`config.mk`:
```
export PLATFORM = sky130hd
export DESIGN_NAME = hsl_to_rgb_converter_top
export DESIGN_NICKNAME = d
export VERILOG_FILES = /design/src/hw/rtl/hslc_pkg.sv /design/src/hw/rtl/hslc_front.sv /design/src/hw/rtl/hslc_queue.sv /design/src/hw/rtl/hslc_back.sv /design/src/hw/rtl/hsl_to_rgb_converter_top.sv
export SDC_FILE = /design/constraint.sdc
export NUM_CORES = 2
export LEC_CHECK = 0
export CAP_MARGIN = 20
export CORE_MARGIN = 8
export CORE_UTILIZATION = 70
export CTS_CLUSTER_DIAMETER = 120
export CTS_CLUSTER_SIZE = 8
export DETAILED_ROUTE_END_ITERATION = 16
export DONT_BUFFER_PORTS = 1
export PLACE_DENSITY_LB_ADDON = 0.2
export SLEW_MARGIN = 20
export SYNTH_ARGS = -nofsm -noshare
export SYNTH_HDL_FRONTEND = slang
export SYNTH_SLANG_ARGS = --single-unit
```
`constraint.sdc`:
```
create_clock -name clk -period 18 [get_ports clk]
set_input_delay 2.7 -clock clk [delete_from_list [all_inputs] [get_ports clk]]
set_output_delay 2.7 -clock clk [all_outputs]
set_load 0.01 [all_outputs]
```
`src/hw/rtl/hslc_pkg.sv`:
```
// ----------------------------------------------------------------------------
// hslc_pkg
// Shared widths, constants and types for the HSL to RGB converter.
// ----------------------------------------------------------------------------
package hslc_pkg;

  localparam int FRAC_BITS_DEF = 16;

  localparam int HUE_W      = 10;
  localparam int HUE_CL_W   = 9;
  localparam int UNIT_W     = 16;
  localparam int UNIT_FRAC  = 15;
  localparam int CH_W       = 8;
  localparam int RGB_W      = 24;
  localparam int NUM_LANES  = 3;

  localparam int IN_TDATA_W  = 48;
  localparam int OUT_TDATA_W = 48;

  localparam int HUE_MAX        = 360;
  localparam int UNIT_MAX       = 32768;
  localparam int HUE_RECIP_SHIFT = 9;

  localparam int Q_DEPTH = 2;

  localparam int LANE_RED   = 0;
  localparam int LANE_GREEN = 1;
  localparam int LANE_BLUE  = 2;

  typedef enum logic [1:0] {
    SEG_RISE,
    SEG_TOP,
    SEG_FALL,
    SEG_BASE
  } seg_t;

  typedef struct packed {
    logic not_full;
    logic not_empty;
  } q_stat_t;

endpackage

```
`src/hw/rtl/hslc_front.sv`:
```
// ----------------------------------------------------------------------------
// hslc_front
// Input classification: clamp the HSL fields, convert to fixed point, form
// the coarse hue quotient and the lightness-saturation product.
// ----------------------------------------------------------------------------
module hslc_front import hslc_pkg::*; #(
  parameter int FRAC_BITS = FRAC_BITS_DEF
) (
  input  logic [IN_TDATA_W-1:0]                          in_tdata,
  output logic [HUE_CL_W+4*(FRAC_BITS+1)-1:0]           q_data
);

  localparam int FW    = FRAC_BITS + 1;
  localparam int RW    = FRAC_BITS + 1;
  localparam logic [RW-1:0] HUE_RECIP =
    RW'((64'd1 << (FRAC_BITS + HUE_RECIP_SHIFT)) / HUE_MAX);

  logic [HUE_W-1:0]            hue_raw;
  logic [UNIT_W-1:0]           sat_raw;
  logic [UNIT_W-1:0]           light_raw;
  logic [HUE_CL_W-1:0]         hue_cl;
  logic [UNIT_W-1:0]           sat_cl;
  logic [UNIT_W-1:0]           light_cl;
  logic [UNIT_W+FRAC_BITS-1:0] sat_ext;
  logic [UNIT_W+FRAC_BITS-1:0] light_ext;
  logic [FW-1:0]               sat_fx;
  logic [FW-1:0]               light_fx;
  logic [HUE_CL_W+RW-1:0]      hue_prod;
  logic [FW-1:0]               hue_coarse;
  logic [2*FW-1:0]             ls_prod;
  logic [FW-1:0]               ls_fx;

  assign hue_raw   = in_tdata[HUE_W-1:0];
  assign sat_raw   = in_tdata[HUE_W +: UNIT_W];
  assign light_raw = in_tdata[HUE_W+UNIT_W +: UNIT_W];

  assign hue_cl   = (hue_raw > HUE_W'(HUE_MAX)) ? HUE_CL_W'(HUE_MAX) : hue_raw[HUE_CL_W-1:0];
  assign sat_cl   = (sat_raw > UNIT_W'(UNIT_MAX)) ? UNIT_W'(UNIT_MAX) : sat_raw;
  assign light_cl = (light_raw > UNIT_W'(UNIT_MAX)) ? UNIT_W'(UNIT_MAX) : light_raw;

  assign sat_ext   = {sat_cl, {FRAC_BITS{1'b0}}};
  assign light_ext = {light_cl, {FRAC_BITS{1'b0}}};
  assign sat_fx    = sat_ext[UNIT_FRAC +: FW];
  assign light_fx  = light_ext[UNIT_FRAC +: FW];

  assign hue_prod   = HUE_CL_W'(hue_cl) * RW'(HUE_RECIP);
  assign hue_coarse = hue_prod[HUE_RECIP_SHIFT +: FW];

  assign ls_prod = light_fx * sat_fx;
  assign ls_fx   = ls_prod[FRAC_BITS +: FW];

  assign q_data = {ls_fx, sat_fx, light_fx, hue_coarse, hue_cl};

endmodule

```
`src/hw/rtl/hslc_queue.sv`:
```
// ----------------------------------------------------------------------------
// hslc_queue
// Short register queue between the front classifier and the back pipeline.
// ----------------------------------------------------------------------------
module hslc_queue import hslc_pkg::*; #(
  parameter int WIDTH = 8
) (
  input  logic             clk,
  input  logic             rst_n,
  input  logic             push_valid,
  input  logic [WIDTH-1:0] push_data,
  input  logic             pop_ready,
  output logic [WIDTH-1:0] pop_data,
  output q_stat_t          stat
);

  localparam int PW = (Q_DEPTH > 1) ? $clog2(Q_DEPTH) : 1;
  localparam int CW = $clog2(Q_DEPTH + 1);

  logic [WIDTH-1:0] mem_r [Q_DEPTH];
  logic [PW-1:0]    wr_ptr_r, wr_ptr_nxt;
  logic [PW-1:0]    rd_ptr_r, rd_ptr_nxt;
  logic [CW-1:0]    count_r, count_nxt;
  logic             push;
  logic             pop;

  assign stat.not_full  = (count_r != CW'(Q_DEPTH));
  assign stat.not_empty = (count_r != '0);
  assign push           = push_valid && stat.not_full;
  assign pop            = pop_ready && stat.not_empty;
  assign pop_data       = mem_r[rd_ptr_r];

  always_comb begin
    wr_ptr_nxt = wr_ptr_r;
    rd_ptr_nxt = rd_ptr_r;
    count_nxt  = count_r;
    if (push) begin
      wr_ptr_nxt = (wr_ptr_r == PW'(Q_DEPTH - 1)) ? '0 : wr_ptr_r + 1'b1;
    end
    if (pop) begin
      rd_ptr_nxt = (rd_ptr_r == PW'(Q_DEPTH - 1)) ? '0 : rd_ptr_r + 1'b1;
    end
    if (push && !pop) begin
      count_nxt = count_r + 1'b1;
    end else if (pop && !push) begin
      count_nxt = count_r - 1'b1;
    end
  end

  always_ff @(posedge clk) begin
    if (!rst_n) begin
      wr_ptr_r <= '0;
      rd_ptr_r <= '0;
      count_r  <= '0;
    end else begin
      wr_ptr_r <= wr_ptr_nxt;
      rd_ptr_r <= rd_ptr_nxt;
      count_r  <= count_nxt;
    end
  end

  always_ff @(posedge clk) begin
    if (push) begin
      mem_r[wr_ptr_r] <= push_data;
    end
  end

endmodule

```
`src/hw/rtl/hslc_back.sv`:
```
// ----------------------------------------------------------------------------
// hslc_back
// Conversion pipeline: hue correction, channel hue wrap, segment select,
// segment interpolation product and byte scaling, one item per clock while the output is not stalled.
// ----------------------------------------------------------------------------
module hslc_back import hslc_pkg::*; #(
  parameter int FRAC_BITS = FRAC_BITS_DEF
) (
  input  logic                                   clk,
  input  logic                                   rst_n,
  input  logic [HUE_CL_W+4*(FRAC_BITS+1)-1:0]    q_data,
  input  q_stat_t                                q_stat,
  output logic                                   q_pop,
  output logic                                   out_tvalid,
  input  logic                                   out_tready,
  output logic [OUT_TDATA_W-1:0]                 out_tdata
);

  localparam int FW = FRAC_BITS + 1;
  localparam int XW = FRAC_BITS + 4;
  localparam int MW = FRAC_BITS + 11;

  localparam logic [FW-1:0] ONE        = FW'(1) << FRAC_BITS;
  localparam logic [FW-1:0] HALF       = FW'(1) << (FRAC_BITS - 1);
  localparam logic [FW-1:0] THIRD      = FW'((2 ** FRAC_BITS) / 3);
  localparam logic [FW-1:0] TWO_THIRDS = FW'((2 * (2 ** FRAC_BITS)) / 3);
  localparam logic [XW-1:0] ONE_X      = XW'(ONE);
  localparam logic [XW-1:0] TWO_ONE_X  = XW'(ONE) << 1;

  logic [HUE_CL_W-1:0] q_hue_cl;
  logic [FW-1:0]       q_hue_coarse;
  logic [FW-1:0]       q_light;
  logic [FW-1:0]       q_sat;
  logic [FW-1:0]       q_ls;
  logic                advance;

  logic                s1_vld_r, s2_vld_r, s3_vld_r, s4_vld_r;
  logic                out_vld_r;

  logic [FW-1:0]       hue_r, hue_nxt;
  logic [FW-1:0]       v1_r, v1_nxt;
  logic [FW-1:0]       v2_r, v2_nxt;
  logic [FW-1:0]       d_r, d_nxt;

  logic [FW-1:0]       s2_v1_r, s2_v2_r, s2_d_r;
  logic [FW-1:0]       t_r   [NUM_LANES];
  logic [FW-1:0]       t_nxt [NUM_LANES];

  logic [FW-1:0]       s3_v1_r, s3_v2_r, s3_d_r;
  seg_t                seg_r   [NUM_LANES];
  seg_t                seg_nxt [NUM_LANES];
  logic [FW-1:0]       fac_r   [NUM_LANES];
  logic [FW-1:0]       fac_nxt [NUM_LANES];

  logic [FW-1:0]       s4_v1_r, s4_v2_r;
  seg_t                s4_seg_r [NUM_LANES];
  logic [FW-1:0]       ramp_r   [NUM_LANES];
  logic [FW-1:0]       ramp_nxt [NUM_LANES];

  logic [CH_W-1:0]     byte_r   [NUM_LANES];
  logic [CH_W-1:0]     byte_nxt [NUM_LANES];

  assign {q_ls, q_sat, q_light, q_hue_coarse, q_hue_cl} = q_data;

  assign advance    = !out_vld_r || out_tready;
  assign q_pop      = advance;
  assign out_tvalid = out_vld_r;
  assign out_tdata  = {byte_r[LANE_RED], byte_r[LANE_GREEN], byte_r[LANE_BLUE],
                       byte_r[LANE_BLUE], byte_r[LANE_GREEN], byte_r[LANE_RED]};

  always_comb begin
    logic [FW:0]   q_inc;
    logic [MW-1:0] q_inc_scaled;
    logic [MW-1:0] hue_num;
    logic [FW:0]   v2_wide;
    logic [FW:0]   v1_wide;
    q_inc        = {1'b0, q_hue_coarse} + 1'b1;
    q_inc_scaled = MW'(q_inc) * MW'(HUE_MAX);
    hue_num      = MW'({q_hue_cl, {FRAC_BITS{1'b0}}});
    hue_nxt      = (q_inc_scaled <= hue_num) ? q_inc[FW-1:0] : q_hue_coarse;
    if (q_light < HALF) begin
      v2_wide = {1'b0, q_light} + {1'b0, q_ls};
    end else begin
      v2_wide = {1'b0, q_light} + {1'b0, q_sat} - {1'b0, q_ls};
    end
    v2_nxt  = v2_wide[FW-1:0];
    v1_wide = {q_light, 1'b0} - {1'b0, v2_nxt};
    v1_nxt  = v1_wide[FW-1:0];
    d_nxt   = v2_nxt - v1_nxt;
  end

  always_comb begin
    logic [FW:0] red_sum;
    red_sum = {1'b0, hue_r} + {1'b0, THIRD};
    t_nxt[LANE_RED]   = (red_sum > {1'b0, ONE}) ? FW'(red_sum - {1'b0, ONE}) : red_sum[FW-1:0];
    t_nxt[LANE_GREEN] = hue_r;
    t_nxt[LANE_BLUE]  = (hue_r >= THIRD) ? (hue_r - THIRD) : (hue_r + ONE - THIRD);
  end

  always_comb begin
    for (int i = 0; i < NUM_LANES; i++) begin
      seg_nxt[i] = SEG_BASE;
      fac_nxt[i] = '0;
      if ((XW'(t_r[i]) * XW'(6)) < ONE_X) begin
        seg_nxt[i] = SEG_RISE;
        fac_nxt[i] = FW'(XW'(t_r[i]) * XW'(6));
      end else if ((XW'(t_r[i]) << 1) < ONE_X) begin
        seg_nxt[i] = SEG_TOP;
      end else if ((XW'(t_r[i]) * XW'(3)) < TWO_ONE_X) begin
        seg_nxt[i] = SEG_FALL;
        fac_nxt[i] = FW'(XW'(TWO_THIRDS - t_r[i]) * XW'(6));
      end
    end
  end

  always_comb begin
    logic [2*FW-1:0] prod;
    prod = '0;
    for (int i = 0; i < NUM_LANES; i++) begin
      prod        = s3_d_r * fac_r[i];
      ramp_nxt[i] = prod[FRAC_BITS +: FW];
    end
  end

  always_comb begin
    logic [FW:0]      val;
    logic [FW-1:0]    val_cl;
    logic [FW+7:0]    scaled;
    val    = '0;
    val_cl = '0;
    scaled = '0;
    for (int i = 0; i < NUM_LANES; i++) begin
      unique case (s4_seg_r[i])
        SEG_RISE, SEG_FALL: val = {1'b0, s4_v1_r} + {1'b0, ramp_r[i]};
        SEG_TOP:            val = {1'b0, s4_v2_r};
        SEG_BASE:           val = {1'b0, s4_v1_r};
        default:            val = {1'b0, s4_v1_r};
      endcase
      val_cl      = (val > {1'b0, ONE}) ? ONE : val[FW-1:0];
      scaled      = {val_cl, 8'b0} - (FW+8)'(val_cl);
      byte_nxt[i] = scaled[FRAC_BITS +: CH_W];
    end
  end

  always_ff @(posedge clk) begin
    if (!rst_n) begin
      s1_vld_r  <= 1'b0;
      s2_vld_r  <= 1'b0;
      s3_vld_r  <= 1'b0;
      s4_vld_r  <= 1'b0;
      out_vld_r <= 1'b0;
    end else if (advance) begin
      s1_vld_r  <= q_stat.not_empty;
      s2_vld_r  <= s1_vld_r;
      s3_vld_r  <= s2_vld_r;
      s4_vld_r  <= s3_vld_r;
      out_vld_r <= s4_vld_r;
    end
  end

  always_ff @(posedge clk) begin
    if (advance) begin
      hue_r   <= hue_nxt;
      v1_r    <= v1_nxt;
      v2_r    <= v2_nxt;
      d_r     <= d_nxt;
      s2_v1_r <= v1_r;
      s2_v2_r <= v2_r;
      s2_d_r  <= d_r;
      s3_v1_r <= s2_v1_r;
      s3_v2_r <= s2_v2_r;
      s3_d_r  <= s2_d_r;
      s4_v1_r <= s3_v1_r;
      s4_v2_r <= s3_v2_r;
      for (int i = 0; i < NUM_LANES; i++) begin
        t_r[i]      <= t_nxt[i];
        seg_r[i]    <= seg_nxt[i];
        fac_r[i]    <= fac_nxt[i];
        s4_seg_r[i] <= seg_r[i];
        ramp_r[i]   <= ramp_nxt[i];
        byte_r[i]   <= byte_nxt[i];
      end
    end
  end

  a_hue_in_range: assert property (@(posedge clk) disable iff (!rst_n)
    s1_vld_r |-> (hue_r <= ONE))
    else $error("corrected hue exceeds one");

  a_levels_ordered: assert property (@(posedge clk) disable iff (!rst_n)
    s1_vld_r |-> ((v1_r <= v2_r) && (v2_r <= ONE) && (d_r == v2_r - v1_r)))
    else $error("segment levels out of order");

  a_lane_hue_wrapped: assert property (@(posedge clk) disable iff (!rst_n)
    s2_vld_r |-> ((t_r[LANE_RED] <= ONE) && (t_r[LANE_GREEN] <= ONE) &&
                  (t_r[LANE_BLUE] <= ONE)))
    else $error("channel hue not wrapped");

  a_stall_holds: assert property (@(posedge clk) disable iff (!rst_n)
    (out_vld_r && !out_tready) |=> (out_vld_r && $stable(byte_r[LANE_RED]) &&
                                    $stable(s4_vld_r)))
    else $error("pipeline moved during stall");

  a_last_stage_lands: assert property (@(posedge clk) disable iff (!rst_n)
    (s4_vld_r && advance) |=> out_vld_r)
    else $error("item lost at output register");

endmodule

```
`src/hw/rtl/hsl_to_rgb_converter_top.sv`:
```
// ----------------------------------------------------------------------------
// hsl_to_rgb_converter_top
// HSL to RGB pixel converter, one result item per input item.
// ----------------------------------------------------------------------------
// Takes one HSL item per clock and returns one RGB item per clock when the
// output is not stalled. From input accept to output valid, an item passes
// through the input queue and then the conversion pipeline registers to its
// output register. The pipeline takes a new item every clock because each
// stage holds one item and all stages advance together whenever the output
// register is free or being drained. A two-entry queue between the input
// classifier and the pipeline takes up to two more items while a finished
// item waits on the output register; once it is full, in_tready returns in
// the cycle after the output side resumes.
// ----------------------------------------------------------------------------
module hsl_to_rgb_converter_top import hslc_pkg::*; #(
  parameter int FRAC_BITS = FRAC_BITS_DEF
) (
  input  logic                   clk,
  input  logic                   rst_n,
  input  logic                   in_tvalid,
  output logic                   in_tready,
  input  logic [IN_TDATA_W-1:0]  in_tdata,   // hue_degrees, saturation, lightness
  output logic                   out_tvalid,
  input  logic                   out_tready,
  output logic [OUT_TDATA_W-1:0] out_tdata   // red, green, blue, packed_rgb
);

  localparam int QW = HUE_CL_W + 4 * (FRAC_BITS + 1);

  logic [QW-1:0] front_data;
  logic [QW-1:0] q_data;
  logic          q_pop;
  q_stat_t       q_stat;

  assign in_tready = q_stat.not_full;

  hslc_front #(
    .FRAC_BITS (FRAC_BITS)
  ) u_front (
    .in_tdata (in_tdata),
    .q_data   (front_data)
  );

  hslc_queue #(
    .WIDTH (QW)
  ) u_queue (
    .clk        (clk),
    .rst_n      (rst_n),
    .push_valid (in_tvalid),
    .push_data  (front_data),
    .pop_ready  (q_pop),
    .pop_data   (q_data),
    .stat       (q_stat)
  );

  hslc_back #(
    .FRAC_BITS (FRAC_BITS)
  ) u_back (
    .clk        (clk),
    .rst_n      (rst_n),
    .q_data     (q_data),
    .q_stat     (q_stat),
    .q_pop      (q_pop),
    .out_tvalid (out_tvalid),
    .out_tready (out_tready),
    .out_tdata  (out_tdata)
  );

endmodule
```
After elaboration in Yosys (flattened, before gate mapping)
Memories as Yosys holds them, arrays and structs flattened. A register that Yosys moved wholly into a read port is not among the register bits.
Index checks and enable logic that the tools add are counted.
{ "word_totals": {"ff_bits": 213, "ramBits": 339, "inputBits": 52, "output_inout_bits": 50, "mem_count": 7} }
{ "memory_table": {"columns": ["memory", "depth", "width", "read_ports", "rd_clocked_by_memory_dff", "write_ports", "line_no", "source"], "rows": [
  ["u_queue.mem_r", 2, 75, 1, 1, 1, "hslc_queue.sv:20", "logic [WIDTH-1:0] mem_r [Q_DEPTH];"],
  ["u_back.fac_r", 3, 17, 3, 0, 3, "hslc_back.sv:52", "logic [FW-1:0] fac_r [NUM_LANES];"],
  ["u_back.ramp_r", 3, 17, 3, 0, 3, "hslc_back.sv:57", "logic [FW-1:0] ramp_r [NUM_LANES];"],
  ["u_back.t_r", 3, 17, 3, 0, 3, "hslc_back.sv:46", "logic [FW-1:0] t_r [NUM_LANES];"],
  ["u_back.byte_r", 3, 8, 3, 0, 3, "hslc_back.sv:60", "logic [CH_W-1:0] byte_r [NUM_LANES];"],
  ["u_back.s4_seg_r", 3, 2, 3, 0, 3, "hslc_back.sv:56", "seg_t s4_seg_r [NUM_LANES];"],
  ["1 more memories", null, null, null, null, null, null, null]
]} }
{ "op_classes": {"add_sub_neg": 24, "n_mul": 15, "n_lt_le_gt_ge": 19, "eq_ne": 10, "n_mux": 41, "reduce_logical": 16} }
{ "op_table": {"columns": ["cell", "n"], "rows": [
  ["two-way mux 17 bit", 16],
  ["case mux 18 bit (3 select lines)", 3],
  ["multiplier 17 x 2 -> 19 bit (second input constant)", 6],
  ["multiplier 17 x 17 -> 33 bit", 3],
  ["> comparator 18 x 17 -> 1 bit (second input constant)", 4],
  ["subtractor 24 x 17 -> 24 bit", 3],
  ["< comparator 20 x 17 -> 1 bit (second input constant)", 3],
  ["multiplier 20 x 2 -> 16 bit (second input constant)", 3],
  ["< comparator 19 x 18 -> 1 bit (second input constant)", 3],
  ["adder 17 x 17 -> 18 bit", 3],
  ["< comparator 18 x 17 -> 1 bit (second input constant)", 3],
  ["subtractor 16 x 17 -> 18 bit (first input constant)", 3],
  ["subtractor 17 bit", 3],
  ["adder 17 bit", 2],
  ["subtractor 17 x 15 -> 17 bit (second input constant)", 2],
  ["> comparator 16 bit (second input constant)", 2],
  ["two-way mux 16 bit", 2],
  ["multiplier 16 x 16 -> 31 bit", 1],
  ["<= comparator 27 x 25 -> 1 bit", 1],
  ["multiplier 9 x 16 -> 25 bit (second input constant)", 1],
  ["multiplier 18 x 6 -> 24 bit (second input constant)", 1],
  ["adder 17 x 1 -> 18 bit (second input constant)", 1],
  ["adder 17 x 15 -> 18 bit (second input constant)", 1],
  ["adder 17 bit (second input constant)", 1],
  ["other kinds (19)", 54]
]} }

Longest topological paths before layout
An unclocked memory read counts as a cell.
{ "depth": {"word_depth": 7, "ltp_mapped": 34, "ltp_nobuf": 31} }

Hierarchy
A second synthesis with hierarchy kept.
{ "hier_totals": {"cells_unflattened": 7441, "hier_area_um2": 71608.7} }
{ "modules_own_cells": {"columns": ["module", "instances", "cells_per_inst", "area_each_um2", "seq_area_each_um2"], "rows": [
  ["hslc_back", 1, 5979, 55741.0, 11601.1],
  ["hslc_front", 1, 1198, 9950.8, 0.0],
  ["hslc_queue", 1, 264, 5916.9, 4724.5]
]} }

Worst setup path after synthesis
Ideal clock, no wire load.
{ "synth_timing": {"kind": "input to register", "startpoint": "input port out_tready", "endpoint": "register u_queue.count_r[1]", "setup_time_ns": 0.076, "t_arrival_ns": 13.141, "required_ns": 17.924, "slack_ns": 4.784, "cell_stages": 7, "n_path_buf": 0, "path_cell_list": "nor2b_1 > inv_1 > o21ai_0 > ha_1 > xor2_1 > or3_1 > a21boi_0"} }
{ "synth_between": {"elab_chain_cells": 5} }
{ "synth_lines": {"columns": ["item", "line_no", "source"], "rows": [
  ["from (decl)", "hsl_to_rgb_converter_top.sv:24", "input logic out_tready,"],
  ["logical OR 1 bit *", "hslc_back.sv:65", "assign advance = !out_vld_r || out_tready;"],
  ["named net q_pop", "hsl_to_rgb_converter_top.sv:32", "logic q_pop;"],
  ["logical AND 1 bit *", "hslc_queue.sv:30", "assign pop = pop_ready && stat.not_empty;"],
  ["logical NOT 1 bit", "hslc_queue.sv:43", "if (push && !pop) begin"],
  ["logical AND 1 bit", "hslc_queue.sv:43", null],
  ["two-way mux 2 bit or nonzero test 2 bit (tied branches)", null, null],
  ["to (signal assigned)", "hslc_queue.sv:58", "count_r <= count_nxt;"],
  ["to (decl)", "hslc_queue.sv:23", "logic [CW-1:0] count_r, count_nxt;"]
]} }
Mark *: on every way through the listed nets, which the timed path passes. The rest lies on a longest branch.
A chain may end at the register's enable or synchronous reset.

==> metrics.txt <==
starting density of the core=70.32%; critical path type=register to register; Worst path max stage delay=0.75 ns; area leader, netlist=fa_1; sequential share of the synthesized area=23.02%; NumNets Final=just under 9000; Synth top area share=approximately a quarter; clock sinks=540; Slew headroom=27.84%; ratio of cells with drive above 1 in the final layout=under 10%; post-route insts no fill=roughly 8400; Final Routed Wirelength=roughly 160000 µm; crit path max-delay cell type=buf_4; CTS tree=done; site row count=116; gpl congestion=0.9193; number of flops mapped to enable cells by yosys=530; Clock Latency Late Sink=~0.7 ns; Detailed Place HPWL=around 120000 µm; vias in the first global route=between 50000 and 60000; io pins=102; Max Cap Violations=0; CTS buffer count=slightly below 80; critical path fanouts, max=53; Cells after Synth=between 7000 and 8000; Mapped Area=roughly 0.070 mm²; DR WL/cell=19.13 µm; overall routing resource usage=roughly 30%; vias per cell=about 6; die area=0.1104 mm²; final clock skew=between 0.07 and 0.08 ns; DRT iter0 DRCs=between 3000 and 4000; Async SR Flop Fraction=0%; final core utilization=73.52%; post-cts gate resize count=0; dominant synthesized flop cell=edfxtp_1; synth unique cells=93; CTS max path bufs=3; cts hold-fix bufs=0; Critical Path End Type=register; maximum number of pins on one net before global-route repair=96; Final Setup Violations=0; status=finished, final reports clean; RSZ-0062 raised after global routing=no; Layout area overhead=4.563%; core area=roughly 0.10 mm²; Max Slew Vio Count=0; H-tree levels=3; Synth Area per Inst=a little under 10 µm²; clock root buffer=clkbuf_16; Hold WC Path Type=register to register; drt pass-1 iters=5; Die X=between 300 and 400 µm; setup bufs post-CTS=0; crit path DAT=between 10 and 15 ns; initial antenna violation count=0; Clock transition at path regs=0.05 ns; global-route wire length before repair=264300 µm; hold path start=u_back.d_r[8]; Fin. Hold Viols=0; port bufs=0; antenna viol nets, final=0; Worst Path Required=around 18 ns; most frequent cell after synthesis=inv_1; Synth Warn #=0; worst slew pin tran=around 1.1 ns; Startpoint Class=register; Seq cells post-synth=540; min cycle time layout=9.752 ns; Fin Hold WS=roughly 0.37 ns; period utilization=between 50% and 60%; Die Height=332.3 µm; placed insts=between 8000 and 9000; Antenna Diode Count=0; vias=about 50000; Setup TNS Final=0 ns; fmax=a little over 0.1 GHz; top cells by count, synth=inv_1, fa_1, ha_1; grt total ovfl=0; # DRC=0; Synth area leaders=fa_1, edfxtp_1, ha_1
==> worst paths after layout <==
| kind | to | slack (ns) | depth (start not counted) |
|---|---|---|---|
| max | u_back.hue_r[6] | 8.25 | 31 |
| min reg2reg | u_back.s2_d_r[8] | 0.37 | 0 |
| max reg2reg | u_back.hue_r[6] | 8.25 | 31 |
| min | u_back.s2_d_r[8] | 0.37 | 0 |
==> kinds of logic (layout without fill, tap and decap cells) <==
group	count (synthesis)	in the layout	synth area share, %
fa+ha+maj	1719	1719	40.10
flops	540	540	23.02
simple gates	1920	1920	12.84
buf+inv	1607	1501	8.782
other cells	2	26	0.01073
compound gates	917	917	8.764
mux	121	121	1.782
xor+xnor	376	376	4.704
==> through the flow <==
stage / instance area (µm²) / setup slack, ns
final: 73210 / 8.248
after CTS: 73210 / 8.268
after detailed placement: 70970 / 8.047
after floorplan: 70100 / 4.784
after global routing: 73210 / 7.503
after global placement: 70970 / 8.070
==> area by class of cell <==
| cell class | count | area (µm²) |
|---|---|---|
| Fill cell | 7040 | 26360 |
| Sequential cell | 540 | 16120 |
| Clock inverter | 11 | 196.4 |
| Tap cell | 1298 | 1624 |
| Multi-Input combinational cell | 5079 | 47850 |
| Clock buffer | 95 | 2037 |
| Timing Repair Buffer | 35 | 262.8 |
| Inverter | 1360 | 5112 |
==> cells in the final DEF (no fill, tap or decap), types with 72 or more instances in the layout <==
master	netlist	routed
inv_1	1351	1350
fa_1	875	875
ha_1	844	844
nand2_1	799	799
edfxtp_1	530	530
nor2_1	387	386
and2_1	319	319
xnor2_1	282	282
a21oi_1	228	227
o21ai_0	160	160
a21o_1	97	97
mux2i_1	95	95
xor2_1	94	94
nor3_1	80	80
clkbuf_16	0	79
nor2b_1	72	72
==> registers in the layout (all words and copies together) (netlist names), 17 cells and up, named ones only <==
| signal | flops |
|---|---|
| u_back.byte_r | 24 |
| u_back.fac_r | 48 |
| u_back.hue_r | 17 |
| u_back.ramp_r | 51 |
| u_back.s4_v2_r | 17 |
| u_back.t_r | 51 |
| u_queue.mem_r | 150 |
==> worst max-delay path, delay by kind of cell, from the launching register on <==
kind / cells / cell delay (ns)
buffers and inverters: 3 / 0.87
AND/OR/NAND/NOR: 10 / 2.84
XOR/XNOR: 2 / 0.41
AO/OA/AOI/OAI: 10 / 2.31
adder cells (fa/ha/maj): 5 / 1.96
flip-flops: 1 / 0.71
multiplexers: 1 / 0.36
==> metal layers <==
layer  GRT usage, %  wire length, µm
met3          3.632            11050
met5              0                0
met2          51.85            79570
met4          14.29             8203
met1          35.88            62240
Power is left out: the tool's default activity adds up to more than one toggle a clock period on the data nets, which glitch-free logic cannot reach.
